`src/rtl/slot_pool_free_and_active_list_top_assert.svh`:
```
// Assertion macros for the slot pool. Each macro expects clk and rst_n in scope.
`ifndef SLOT_POOL_FREE_AND_ACTIVE_LIST_TOP_ASSERT_SVH
`define SLOT_POOL_FREE_AND_ACTIVE_LIST_TOP_ASSERT_SVH
`ifndef SYNTH
// Same-cycle implication.
`define SPFAL_ASSERT_IMP(lbl, ante, cons) \
    lbl: assert property (@(posedge clk) disable iff (!rst_n) (ante) |-> (cons)) \
        else $error("spfal: implication check failed");
// Next-cycle implication.
`define SPFAL_ASSERT_NXT(lbl, ante, cons) \
    lbl: assert property (@(posedge clk) disable iff (!rst_n) (ante) |=> (cons)) \
        else $error("spfal: next-cycle check failed");
`else
`define SPFAL_ASSERT_IMP(lbl, ante, cons)
`define SPFAL_ASSERT_NXT(lbl, ante, cons)
`endif
`endif

```
`src/rtl/spfal_pkg.sv`:
```
`timescale 1ns / 1ps
`default_nettype none

package spfal_pkg;

    localparam int SLOTS_DEF  = 32;
    localparam int SLOT_NUM_W = 5;

    typedef enum logic [1:0] {
        CMD_ALLOC  = 2'd0,
        CMD_APPEND = 2'd1,
        CMD_DELETE = 2'd2,
        CMD_DELALL = 2'd3
    } cmd_t;

    // Operation broadcast to every cell of the chain
    typedef enum logic [2:0] {
        OP_IDLE,
        OP_WALK_APP,
        OP_WALK_DEL,
        OP_APPEND,
        OP_PUSH,
        OP_POP,
        OP_FLUSH
    } cell_op_t;

    // Search token handed from cell to cell
    typedef struct packed {
        logic tok;
        logic fnd;
    } walk_t;

    // Occupancy of the head cell
    typedef struct packed {
        logic fr_vld;
        logic act_vld;
    } head_t;

endpackage

`default_nettype wire

```
`src/rtl/spfal_cell.sv`:
```
`timescale 1ns / 1ps
`default_nettype none
`include "slot_pool_free_and_active_list_top_assert.svh"

module spfal_cell #(
    parameter int SLOT_W   = 5,
    parameter int CELL_IDX = 0
) (
    input  wire logic                 clk,
    input  wire logic                 rst_n,
    input  wire spfal_pkg::cell_op_t  op,
    input  wire logic [SLOT_W-1:0]    key,
    input  wire spfal_pkg::walk_t     walk_in,
    output spfal_pkg::walk_t          walk_out,
    input  wire logic                 lft_fr_vld,
    input  wire logic [SLOT_W-1:0]    lft_fr_slot,
    input  wire logic                 lft_act_vld,
    input  wire logic                 rgt_fr_vld,
    input  wire logic [SLOT_W-1:0]    rgt_fr_slot,
    input  wire logic                 rgt_act_vld,
    input  wire logic [SLOT_W-1:0]    rgt_act_slot,
    output logic                      fr_vld,
    output logic [SLOT_W-1:0]         fr_slot,
    output logic                      act_vld,
    output logic [SLOT_W-1:0]         act_slot
);
    import spfal_pkg::*;

    logic              fr_vld_reg,   fr_vld_next;
    logic [SLOT_W-1:0] fr_slot_reg,  fr_slot_next;
    logic              act_vld_reg,  act_vld_next;
    logic [SLOT_W-1:0] act_slot_reg, act_slot_next;
    walk_t             walk_reg,     walk_next;
    logic              hit_act;
    logic              hit_fr;
    logic              hit;

    always_comb
    begin
        hit_act = act_vld_reg && (act_slot_reg == key);
        hit_fr  = fr_vld_reg && (fr_slot_reg == key);
        // append looks for the slot on both lists, delete only on the active one
        hit     = walk_in.fnd || hit_act || ((op == OP_WALK_APP) && hit_fr);

        walk_next.tok = walk_in.tok;
        walk_next.fnd = walk_in.tok && hit;

        fr_vld_next   = fr_vld_reg;
        fr_slot_next  = fr_slot_reg;
        act_vld_next  = act_vld_reg;
        act_slot_next = act_slot_reg;

        unique case (op)
            OP_POP:
            begin
                fr_vld_next  = rgt_fr_vld;
                fr_slot_next = rgt_fr_slot;
            end
            OP_PUSH:
            begin
                fr_vld_next  = lft_fr_vld;
                fr_slot_next = lft_fr_slot;
            end
            OP_FLUSH:
            begin
                fr_vld_next   = lft_fr_vld;
                fr_slot_next  = lft_fr_slot;
                act_vld_next  = rgt_act_vld;
                act_slot_next = rgt_act_slot;
            end
            OP_APPEND:
            begin
                // only the first empty cell takes the new tail
                if (!act_vld_reg && lft_act_vld)
                begin
                    act_vld_next  = 1'b1;
                    act_slot_next = key;
                end
            end
            OP_WALK_DEL:
            begin
                // close the gap from the match onward
                if (walk_in.tok && (walk_in.fnd || hit_act))
                begin
                    act_vld_next  = rgt_act_vld;
                    act_slot_next = rgt_act_slot;
                end
            end
            default:
            begin
            end
        endcase
    end

    always_ff @(posedge clk or negedge rst_n)
    begin
        if (!rst_n)
        begin
            fr_vld_reg  <= 1'b1;
            fr_slot_reg <= SLOT_W'(CELL_IDX);
            act_vld_reg <= 1'b0;
            walk_reg    <= '0;
        end
        else
        begin
            fr_vld_reg  <= fr_vld_next;
            fr_slot_reg <= fr_slot_next;
            act_vld_reg <= act_vld_next;
            walk_reg    <= walk_next;
        end
    end

    always_ff @(posedge clk)
    begin
        act_slot_reg <= act_slot_next;
    end

    assign walk_out = walk_reg;
    assign fr_vld   = fr_vld_reg;
    assign fr_slot  = fr_slot_reg;
    assign act_vld  = act_vld_reg;
    assign act_slot = act_slot_reg;

    // both lists stay packed toward the head cell
    `SPFAL_ASSERT_IMP(a_act_packed, rgt_act_vld, act_vld_reg)
    `SPFAL_ASSERT_IMP(a_fr_packed, rgt_fr_vld, fr_vld_reg)

endmodule

`default_nettype wire

```
`src/rtl/spfal_ctrl.sv`:
```
`timescale 1ns / 1ps
`default_nettype none
`include "slot_pool_free_and_active_list_top_assert.svh"

module spfal_ctrl #(
    parameter int SLOTS  = spfal_pkg::SLOTS_DEF,
    parameter int SLOT_W = $clog2(SLOTS)
) (
    input  wire logic                            clk,
    input  wire logic                            rst_n,
    input  wire logic                            in_valid,
    output logic                                 in_stall,
    input  wire logic [1:0]                      cmd,
    input  wire logic [spfal_pkg::SLOT_NUM_W-1:0] slot_number,
    output logic                                 out_valid,
    input  wire logic                            out_stall,
    output logic [spfal_pkg::SLOT_NUM_W-1:0]     allocated_slot,
    output logic                                 error,
    output logic [spfal_pkg::SLOT_NUM_W-1:0]     active_first,
    output logic                                 active_none,
    input  wire spfal_pkg::head_t                head,
    input  wire logic [SLOT_W-1:0]               head_fr_slot,
    input  wire logic [SLOT_W-1:0]               head_act_slot,
    input  wire spfal_pkg::walk_t                walk_last,
    output spfal_pkg::cell_op_t                  op,
    output spfal_pkg::walk_t                     walk_start,
    output logic [SLOT_W-1:0]                    key,
    output logic [SLOT_W-1:0]                    push_slot
);
    import spfal_pkg::*;

    localparam int KEY_W = ((SLOT_W > SLOT_NUM_W) ? SLOT_W : SLOT_NUM_W) + 1;

    typedef enum logic [2:0] {
        ST_IDLE,
        ST_LAUNCH,
        ST_WALK,
        ST_FLUSH,
        ST_RESP
    } state_t;

    state_t                 state_reg,  state_next;
    cmd_t                   cmd_reg,    cmd_next;
    logic [SLOT_W-1:0]      key_reg,    key_next;
    logic [SLOT_NUM_W-1:0]  alloc_reg,  alloc_next;
    logic                   err_reg,    err_next;
    logic                   out_valid_reg,  out_valid_next;
    logic [SLOT_NUM_W-1:0]  out_alloc_reg,  out_alloc_next;
    logic                   out_err_reg,    out_err_next;
    logic [SLOT_NUM_W-1:0]  out_first_reg,  out_first_next;
    logic                   out_none_reg,   out_none_next;

    logic                   in_xfer;
    logic [KEY_W-1:0]       key_wide;
    logic                   key_ok;
    cell_op_t               walk_op;

    always_comb
    begin
        in_xfer  = in_valid && (state_reg == ST_IDLE);
        key_wide = KEY_W'(slot_number);
        key_ok   = key_wide < KEY_W'(SLOTS);
        walk_op  = (cmd_reg == CMD_DELETE) ? OP_WALK_DEL : OP_WALK_APP;

        op         = OP_IDLE;
        walk_start = '0;
        push_slot  = (state_reg == ST_FLUSH) ? head_act_slot : key_reg;

        state_next     = state_reg;
        cmd_next       = cmd_reg;
        key_next       = key_reg;
        alloc_next     = alloc_reg;
        err_next       = err_reg;
        out_valid_next = out_valid_reg && out_stall;
        out_alloc_next = out_alloc_reg;
        out_err_next   = out_err_reg;
        out_first_next = out_first_reg;
        out_none_next  = out_none_reg;

        unique case (state_reg)
            ST_IDLE:
            begin
                if (in_xfer)
                begin
                    cmd_next   = cmd_t'(cmd);
                    key_next   = key_wide[SLOT_W-1:0];
                    alloc_next = '0;
                    err_next   = 1'b0;
                    unique case (cmd_t'(cmd)) inside
                        CMD_ALLOC:
                        begin
                            if (head.fr_vld)
                            begin
                                op         = OP_POP;
                                alloc_next = SLOT_NUM_W'(head_fr_slot);
                            end
                            else
                            begin
                                err_next = 1'b1;
                            end
                            state_next = ST_RESP;
                        end
                        CMD_APPEND, CMD_DELETE:
                        begin
                            if (key_ok)
                            begin
                                state_next = ST_LAUNCH;
                            end
                            else
                            begin
                                err_next   = 1'b1;
                                state_next = ST_RESP;
                            end
                        end
                        CMD_DELALL:
                        begin
                            state_next = ST_FLUSH;
                        end
                        default:
                        begin
                        end
                    endcase
                end
            end
            ST_LAUNCH:
            begin
                op             = walk_op;
                walk_start.tok = 1'b1;
                state_next     = ST_WALK;
            end
            ST_WALK:
            begin
                if (walk_last.tok)
                begin
                    if (cmd_reg == CMD_APPEND)
                    begin
                        err_next = walk_last.fnd;
                        if (!walk_last.fnd)
                        begin
                            op = OP_APPEND;
                        end
                    end
                    else
                    begin
                        err_next = !walk_last.fnd;
                        if (walk_last.fnd)
                        begin
                            op = OP_PUSH;
                        end
                    end
                    state_next = ST_RESP;
                end
                else
                begin
                    op = walk_op;
                end
            end
            ST_FLUSH:
            begin
                if (head.act_vld)
                begin
                    op = OP_FLUSH;
                end
                else
                begin
                    state_next = ST_RESP;
                end
            end
            ST_RESP:
            begin
                if (!out_valid_reg || !out_stall)
                begin
                    out_valid_next = 1'b1;
                    out_alloc_next = alloc_reg;
                    out_err_next   = err_reg;
                    out_first_next = head.act_vld ? SLOT_NUM_W'(head_act_slot) : '0;
                    out_none_next  = !head.act_vld;
                    state_next     = ST_IDLE;
                end
            end
            default:
            begin
                state_next = ST_IDLE;
            end
        endcase
    end

    always_ff @(posedge clk or negedge rst_n)
    begin
        if (!rst_n)
        begin
            state_reg     <= ST_IDLE;
            cmd_reg       <= CMD_ALLOC;
            key_reg       <= '0;
            alloc_reg     <= '0;
            err_reg       <= 1'b0;
            out_valid_reg <= 1'b0;
            out_alloc_reg <= '0;
            out_err_reg   <= 1'b0;
            out_first_reg <= '0;
            out_none_reg  <= 1'b1;
        end
        else
        begin
            state_reg     <= state_next;
            cmd_reg       <= cmd_next;
            key_reg       <= key_next;
            alloc_reg     <= alloc_next;
            err_reg       <= err_next;
            out_valid_reg <= out_valid_next;
            out_alloc_reg <= out_alloc_next;
            out_err_reg   <= out_err_next;
            out_first_reg <= out_first_next;
            out_none_reg  <= out_none_next;
        end
    end

    assign in_stall       = (state_reg != ST_IDLE);
    assign key            = key_reg;
    assign out_valid      = out_valid_reg;
    assign allocated_slot = out_alloc_reg;
    assign error          = out_err_reg;
    assign active_first   = out_first_reg;
    assign active_none    = out_none_reg;

    // the token only leaves the chain while a walk is waiting for it
    `SPFAL_ASSERT_IMP(a_tok_in_walk, walk_last.tok, state_reg == ST_WALK)
    // one command in flight at a time
    `SPFAL_ASSERT_NXT(a_one_item, in_xfer, state_reg != ST_IDLE)
    // pop only from a non-empty free list
    `SPFAL_ASSERT_IMP(a_pop_nonempty, op == OP_POP, head.fr_vld)

endmodule

`default_nettype wire

```
`src/rtl/slot_pool_free_and_active_list_top.sv`:
```
`timescale 1ns / 1ps
`default_nettype none

// Slot pool with a LIFO free list and an ordered active list. The pool is a
// row of SLOTS cells; cell i holds the i-th free-stack entry and the i-th
// active-list entry, so both lists stay packed toward cell 0 (free top and
// active head). Allocate pops the free top. Append and delete send a search
// token down the chain one cell per cycle: append is refused if the slot is
// found on either list (free or already active), delete is refused unless the
// slot is on the active list, and a delete closes the gap behind the token as
// it passes. Delete all moves the active head onto the free top once per
// cycle until the active list is empty. One command is worked on at a time;
// in_stall is high from the transfer until the result is loaded into the
// output register. Allocate and refused out-of-range numbers go straight to
// the result; append and delete wait for the token to leave the last cell,
// and delete all waits until the active list is empty. The output register
// holds a result until it is transferred, and a new command may be accepted
// meanwhile.
module slot_pool_free_and_active_list_top #(
    parameter int SLOTS = spfal_pkg::SLOTS_DEF
) (
    input  wire logic                              clk,
    input  wire logic                              rst_n,
    input  wire logic                              in_valid,
    output logic                                   in_stall,
    input  wire logic [1:0]                        cmd,
    input  wire logic [spfal_pkg::SLOT_NUM_W-1:0]  slot_number,
    output logic                                   out_valid,
    input  wire logic                              out_stall,
    output logic [spfal_pkg::SLOT_NUM_W-1:0]       allocated_slot,
    output logic                                   error,
    output logic [spfal_pkg::SLOT_NUM_W-1:0]       active_first,
    output logic                                   active_none
);
    import spfal_pkg::*;

    localparam int SLOT_W = $clog2(SLOTS);

    cell_op_t           op;
    walk_t              walk [SLOTS+1];
    head_t              head;
    logic [SLOT_W-1:0]  key;
    logic [SLOT_W-1:0]  push_slot;

    logic               fr_vld   [SLOTS];
    logic [SLOT_W-1:0]  fr_slot  [SLOTS];
    logic               act_vld  [SLOTS];
    logic [SLOT_W-1:0]  act_slot [SLOTS];

    // head status for the sequencer
    assign head.fr_vld  = fr_vld[0];
    assign head.act_vld = act_vld[0];

    spfal_ctrl #(
        .SLOTS  (SLOTS),
        .SLOT_W (SLOT_W)
    ) u_ctrl (
        .clk            (clk),
        .rst_n          (rst_n),
        .in_valid       (in_valid),
        .in_stall       (in_stall),
        .cmd            (cmd),
        .slot_number    (slot_number),
        .out_valid      (out_valid),
        .out_stall      (out_stall),
        .allocated_slot (allocated_slot),
        .error          (error),
        .active_first   (active_first),
        .active_none    (active_none),
        .head           (head),
        .head_fr_slot   (fr_slot[0]),
        .head_act_slot  (act_slot[0]),
        .walk_last      (walk[SLOTS]),
        .op             (op),
        .walk_start     (walk[0]),
        .key            (key),
        .push_slot      (push_slot)
    );

    // Cell chain: the left neighbor of cell 0 is the push source, the right
    // neighbor of the last cell is an empty entry.
    for (genvar i = 0; i < SLOTS; i++)
    begin : g_cell
        logic              lft_fr_vld;
        logic [SLOT_W-1:0] lft_fr_slot;
        logic              lft_act_vld;
        logic              rgt_fr_vld;
        logic [SLOT_W-1:0] rgt_fr_slot;
        logic              rgt_act_vld;
        logic [SLOT_W-1:0] rgt_act_slot;

        if (i == 0)
        begin : g_first
            assign lft_fr_vld  = 1'b1;
            assign lft_fr_slot = push_slot;
            assign lft_act_vld = 1'b1;
        end
        else
        begin : g_mid_l
            assign lft_fr_vld  = fr_vld[i-1];
            assign lft_fr_slot = fr_slot[i-1];
            assign lft_act_vld = act_vld[i-1];
        end

        if (i == SLOTS - 1)
        begin : g_last
            assign rgt_fr_vld   = 1'b0;
            assign rgt_fr_slot  = '0;
            assign rgt_act_vld  = 1'b0;
            assign rgt_act_slot = '0;
        end
        else
        begin : g_mid_r
            assign rgt_fr_vld   = fr_vld[i+1];
            assign rgt_fr_slot  = fr_slot[i+1];
            assign rgt_act_vld  = act_vld[i+1];
            assign rgt_act_slot = act_slot[i+1];
        end

        spfal_cell #(
            .SLOT_W   (SLOT_W),
            .CELL_IDX (i)
        ) u_cell (
            .clk          (clk),
            .rst_n        (rst_n),
            .op           (op),
            .key          (key),
            .walk_in      (walk[i]),
            .walk_out     (walk[i+1]),
            .lft_fr_vld   (lft_fr_vld),
            .lft_fr_slot  (lft_fr_slot),
            .lft_act_vld  (lft_act_vld),
            .rgt_fr_vld   (rgt_fr_vld),
            .rgt_fr_slot  (rgt_fr_slot),
            .rgt_act_vld  (rgt_act_vld),
            .rgt_act_slot (rgt_act_slot),
            .fr_vld       (fr_vld[i]),
            .fr_slot      (fr_slot[i]),
            .act_vld      (act_vld[i]),
            .act_slot     (act_slot[i])
        );
    end

endmodule

`default_nettype wire
```
`config.mk`:
```
export PLATFORM = sky130hd
export DESIGN_NAME = slot_pool_free_and_active_list_top
export DESIGN_NICKNAME = d
export VERILOG_FILES = /design/src/rtl/spfal_pkg.sv /design/src/rtl/spfal_cell.sv /design/src/rtl/spfal_ctrl.sv /design/src/rtl/slot_pool_free_and_active_list_top.sv
export VERILOG_INCLUDE_DIRS = /design/src /design/src/rtl
export SDC_FILE = /design/constraint.sdc
export NUM_CORES = 1
export LEC_CHECK = 0
export BUFFER_PORTS_ARGS = -buffer_cell sky130_fd_sc_hd__buf_2
export CORE_UTILIZATION = 45
export CTS_BUF_LIST = sky130_fd_sc_hd__clkbuf_8
export DETAILED_ROUTE_END_ITERATION = 8
export SYNTH_ARGS = -nofsm -noshare
export SYNTH_HDL_FRONTEND = slang
export SYNTH_HIERARCHICAL = 1
export SYNTH_SLANG_ARGS = --single-unit
```
`constraint.sdc`:
```
create_clock -name clk -period 14.5 [get_ports clk]
set_input_delay 4.35 -clock clk [delete_from_list [all_inputs] [get_ports clk]]
set_output_delay 4.35 -clock clk [all_outputs]
set_load 0.005 [all_outputs]
```
* Yosys cells after proc, flatten, opt, wreduce, memory -nomap -nowiden
Index checks and enable logic that the tools add are counted.
Storage, ports and cells: register bits 477, bits of input ports 11, output and inout bits 14, logic and storage cells 971
Cells by class: equality and inequality tests 148, multiplexer cells 284, reduce and logical (&&, ||, !) cells 337
Operator list (number):
- $pmux W5 S3 | 32
- $mux W5 | 68
- $eq A5 B5 Y1 | 64
- $pmux W5 S2 | 32
- $logic_and A1 B1 Y1 | 193
- $ne A2 B1 Y1 const B | 66
- $reduce_and A3 Y1 | 33
- $pmux W1 S3 | 32
- $mux W1 | 71
- $pmux W1 S2 | 33
- $logic_or A1 B1 Y1 | 64
- $logic_not A1 Y1 | 35
- $mux W3 | 11
- $pmux W3 S5 | 1
- $eq A3 B2 Y1 const B | 4
- $eq A3 B3 Y1 const B | 4
- $pmux W3 S4 | 1
- $pmux W3 S3 | 1
- $eq A2 B2 Y1 const B | 3
- $eq A3 B1 Y1 const B | 2
- $reduce_and A2 Y1 | 3
- $reduce_bool A3 Y1 | 2
- $reduce_and A5 Y1 | 1
- $eq A2 B1 Y1 const B | 2
- other kinds (7) | 11

* Depth between registers and ports, before layout
depth in word-level cells 8, mapped depth 11, gate-level depth less buffers 10

* Hierarchy
The synthesis kept the hierarchy.
Modules (own cells, without submodules):
- spfal_cell (g_cell[11].u_cell ...) | instances 10, cells an instance 77, area an instance 868.3 µm²
- spfal_cell (g_cell[10].u_cell ...) | instances 10, cells an instance 77, area an instance 867.1 µm²
- spfal_cell (g_cell[15].u_cell ...) | instances 5, cells an instance 77, area an instance 869.6 µm²
- spfal_cell (g_cell[16].u_cell ...) | instances 5, cells an instance 77, area an instance 865.8 µm²
- spfal_ctrl | instances 1, cells an instance 126, area an instance 1466.4 µm²
- spfal_cell (g_cell[31].u_cell) | instances 1, cells an instance 77, area an instance 870.8 µm²
- spfal_cell (g_cell[0].u_cell) | instances 1, cells an instance 77, area an instance 864.6 µm²
- slot_pool_free_and_active_list_top | instances 1, cells an instance 2, area an instance 7.5 µm²

* Least setup slack after synthesis
No wires, ideal clock.
kind register -> register, start point register u_ctrl.cmd_reg[1], end point register g_cell[0].u_cell.act_slot_reg[4] (data pin), data arrival time 10379 ps, data required time 14230 ps, slack 3850 ps, stages on the path, launching flop included 9, path buffers 0, path through dfrtp_1 -> nand2b_1 -> inv_1 -> ha_1 -> nand2b_1 -> a21oi_1 -> o21ai_0 -> nand3b_2 -> mux2_2
Between the ends: cells in the longest elaborated chain, start to end 6
RTL lines:
- from (decl) | line spfal_ctrl.sv:43 | cmd_t cmd_reg, cmd_next;
- from (signal assigned) | line spfal_ctrl.sv:206 | cmd_reg <= cmd_next;
- $eq A2 B2 Y1 or $eq A2 B1 Y1 (tied branches) | line spfal_ctrl.sv:63, spfal_ctrl.sv:135
- $mux W2 or $mux W3 (tied branches) | line spfal_ctrl.sv:63, spfal_ctrl.sv:135
- $mux W3 | line spfal_ctrl.sv:133 | if (walk_last.tok)
- $pmux W3 S4 (*) | line spfal_ctrl.sv:80 | unique case (state_reg)
- via op[0] | line slot_pool_free_and_active_list_top.sv:39 | cell_op_t op;
- $eq A3 B2 Y1 or $eq A3 B3 Y1 (tied branches) | line spfal_cell.sv:53 | unique case (op)
- $pmux W5 S3 (*) | line spfal_cell.sv:53
- via g_cell[0].u_cell.act_slot_next[4] | line spfal_cell.sv:32 | logic [SLOT_W-1:0] act_slot_reg, act_slot_next;
- to (signal assigned) | line spfal_cell.sv:115 | act_slot_reg <= act_slot_next;
- to (decl) | line spfal_cell.sv:32
Mark *: on every way through the listed nets, which the timed path passes. The rest lies on a longest branch. A chain may end at the register's enable or synchronous reset.

* Final worst setup path
start point input port in_valid, end point register g_cell[13].u_cell.act_slot_reg[0] (data pin)
Between the ends: cells in the longest elaborated chain, start to end 5
RTL lines:
- from (decl) | line slot_pool_free_and_active_list_top.sv:24 | input wire logic in_valid,
- $logic_and A1 B1 Y1 (*) | line spfal_ctrl.sv:60 | in_xfer = in_valid && (state_reg == ST_IDLE);
- $mux W3 (*) | line spfal_ctrl.sv:83 | if (in_xfer)
- $pmux W3 S4 (*) | line spfal_ctrl.sv:80
- via op[2] | line slot_pool_free_and_active_list_top.sv:39
- $eq A3 B2 Y1 or $eq A3 B3 Y1 (tied branches) | line spfal_cell.sv:53
- $pmux W5 S3 (*) | line spfal_cell.sv:53
- via g_cell[13].u_cell.act_slot_next[0] | line spfal_cell.sv:32
- to (signal assigned) | line spfal_cell.sv:115
- to (decl) | line spfal_cell.sv:32
Marked as above.

==> flow_summary.ini <==
[run_status]
status = finished, final reports clean

[yosys]
dominantRegCellSynth = dfrtp_1
synth_area_per_cell_um2 = 11.3
synth_cell_types = 53
synth_area_leaders = dfrtp_1 (17%), edfxtp_1 (16%), dfstp_2 (10%)
synth_common_cells = a21oi_1 (227), xnor2_1 (224), dfrtp_1 (204), mux2i_1 (198), o22ai_1 (192)
synth_most_common_cell = a21oi_1
ys_seq_area_share_pct = 44.0
async_reset_ff_share_pct = 66.5
synth_area_leader_cell = dfrtp_1
netlist.area_leader.share_pct = 17.5
ys_warn_count = 6
synth_cells = 2592
ys_ff_latch = 477
syn-cell-area_um2 = 29200
synth-edff-count = 160

[timing]
report.final.hold_viol_count = 0
worstMarginPinSlew_ns = 1.30
tns_ns = 0
fin_crit_sh_pct = 54.8
max_freq_mhz = 126
finalClockSkew_ns = 0.0369
slew_violations = 0
slew-limit-headroom_pct = 13.6
rsz0062_at_grt = false
setup_viol = 0
min_period_ns = 7.94

[global_routing]
grt_pass1_vias = 20700
grt_max_degree = 293
grt_pass1_wl_um = 111000
grt-ovfl-total = 0
antenna_found_initial = 1
grt_usage_pct = 20.0

[clock_network]
cts.path.max_buffers = 3
clock-sinks = 477
clk_pin_slew_ns = 0.06
clk_latency_ns = 0.70
holdBufCountCts = 0
cts_tree = done
cts_max_level = 3
cts-resized-gates = 0
cts-buffers-inserted = 89
root_buffer = clkbuf_8
postCtsSetupRepairBufs = 0

[cells_and_area]
area_growth_pct = 7.99
drive_gt1_share_pct = 20.5
final_cells = 3564
layout.nets = 2645
fill_cells = 5886
final_cell_area_um2 = 31600

[route]
routedWlPerCell_um = 18.6
avgViaCountPerCell = 5.74
via_count = 20500
ant_nets = 0
dr.first_iter.drc_count = 1517
first_pass_iters = 5
drc = 0
routed_wl_um = 66400

[floorplan]
core_um2 = 64300
start_util_pct = 45.4
row_count = 93
dieArea_um2 = 66000
die_w_um = 257
io_pins = 25
fp.dieH_um = 257

[setup_path]
crit_family = simple AND/OR/NAND/NOR gates
rr_worst_depth = 7
crit_type = input pin to flop
end_kind = flop
slowest_delay_ns = 0.87
worst-path-buf-inv = 3
rr_startpoint = u_ctrl/state_reg[2]
cpMaxStageDelayCell = nor4b_2
required_ns = 14.94
start_kind = input pin
timing.rr.end = g_cell[13].u_cell/act_slot[0]
cp.arrival_ns = 8.38
regToRegSetupSlack_ns = 9.65
cp_cell_sequence = buf_2, nor4b_2, and3_1, o21bai_4, buf_12, buf_12, nand3b_2, mux2_2
crit_path_frequent_cell = buf_12
critical_path.max_fanout = 292

[flow_run]
maxCapViolCount = 0

[placement]
place_congestion = 0.767
portBuffers = 24
hpwl_um = 38500
placed_area_um2 = 29800
dpl.cell_count = 3396

[pwr]
pwr_density_cell_nw_per_um2 = 265
fin_total_pwr_mw = 8.36
ir_drop_v = 0.000370
cellLeakagePower_nw = 12.6

[hold_path]
holdPathStages = 0
worstHoldStart = g_cell[22].u_cell/walk_out[1]
hp-class = flop to flop
hold_end = g_cell[23].u_cell/walk_out[1]
[routing by layer]
layer / global-route usage [%] / wire length (µm) / vias up
met5: 0 / 0 / -
met4: 4.96 / 1110 / 0
met3: 3.12 / 2100 / 87
met2: 31.8 / 30900 / 291
met1: 28.5 / 32400 / 10200
li1: - / - / 9856
[placed cells by master, fill, tap and decap left out, types with 115 or more instances in the layout]
cell type	n
or2b_1	128
a21oi_1	227
mux2_2	174
xnor2_1	224
dfrtp_1	199
edfxtp_1	160
nand2b_1	133
inv_1	115
mux2i_1	198
o22ai_1	192
[final cells by class]
type	instances	area [µm²]	share of cell area [%]
Multi-Input combinational cell	1950	15300	48.4
Sequential cell	477	12900	40.8
Clock buffer	105	1450	4.58
Tap cell	855	1070	3.39
Timing Repair Buffer	40	313	0.991
Clock inverter	62	288	0.911
Inverter	74	278	0.880
Antenna cell	1	2.50	0.00792
[power breakdown]
group / internal, mW / total (mW) / switching, mW
clock: 0.663 / 1.27 / 0.602
combinational: 1.92 / 4.17 / 2.25
sequential: 2.17 / 2.93 / 0.755
[cell families (layout without fill, tap and decap cells)]
kind of cell               Yosys count  count (layout)  share of synthesized area (%)
xor gates and xnor gates           320             320                           9.58
muxes                              376             376                           13.7
DFF                                477             477                           44.0
and+or+nand+nor                    579             579                           14.3
adders and majority gates            2               2                         0.0856
buffers and inverters              178             281                           4.00
other                                3              17                         0.0385
AOI/OAI and AO/OA                  657             657                           14.3
[worst register-to-register path, stage by stage (launching register included)]
cell and delay, ns:
dfrtp_1 0.56, nor4b_2 1.02, and3_1 0.48, o21bai_4 0.21, buf_12 0.53, buf_12 0.79, nand3b_2 0.66, mux2_2 0.39
[stage by stage]
stage          util, %  hold WS, ns  setup WS (ns)
3_5_place_dp      46.4        0.460           5.81
2_1_floorplan        -        0.415           3.85
6_report          49.1        0.472           6.56
3_3_place_gp      46.4        0.461           5.97
5_1_grt           49.1        0.491           6.28
4_1_cts           49.1        0.473           6.57
[worst max-delay path by stage]
stage,to,from,depth (start not counted)
floorplan,g_cell[0].u_cell/act_slot[4],u_ctrl/cmd_reg[1],8
finish,g_cell[13].u_cell/act_slot[0],in_valid,8
detailed placement,g_cell[11].u_cell/act_slot[0],in_valid,8
global placement,g_cell[13].u_cell/act_slot[0],in_valid,8
CTS,g_cell[11].u_cell/act_slot[0],in_valid,8
global route,g_cell[10].u_cell/act_slot[3],in_valid,8
(Power assumes the default switching activity.)
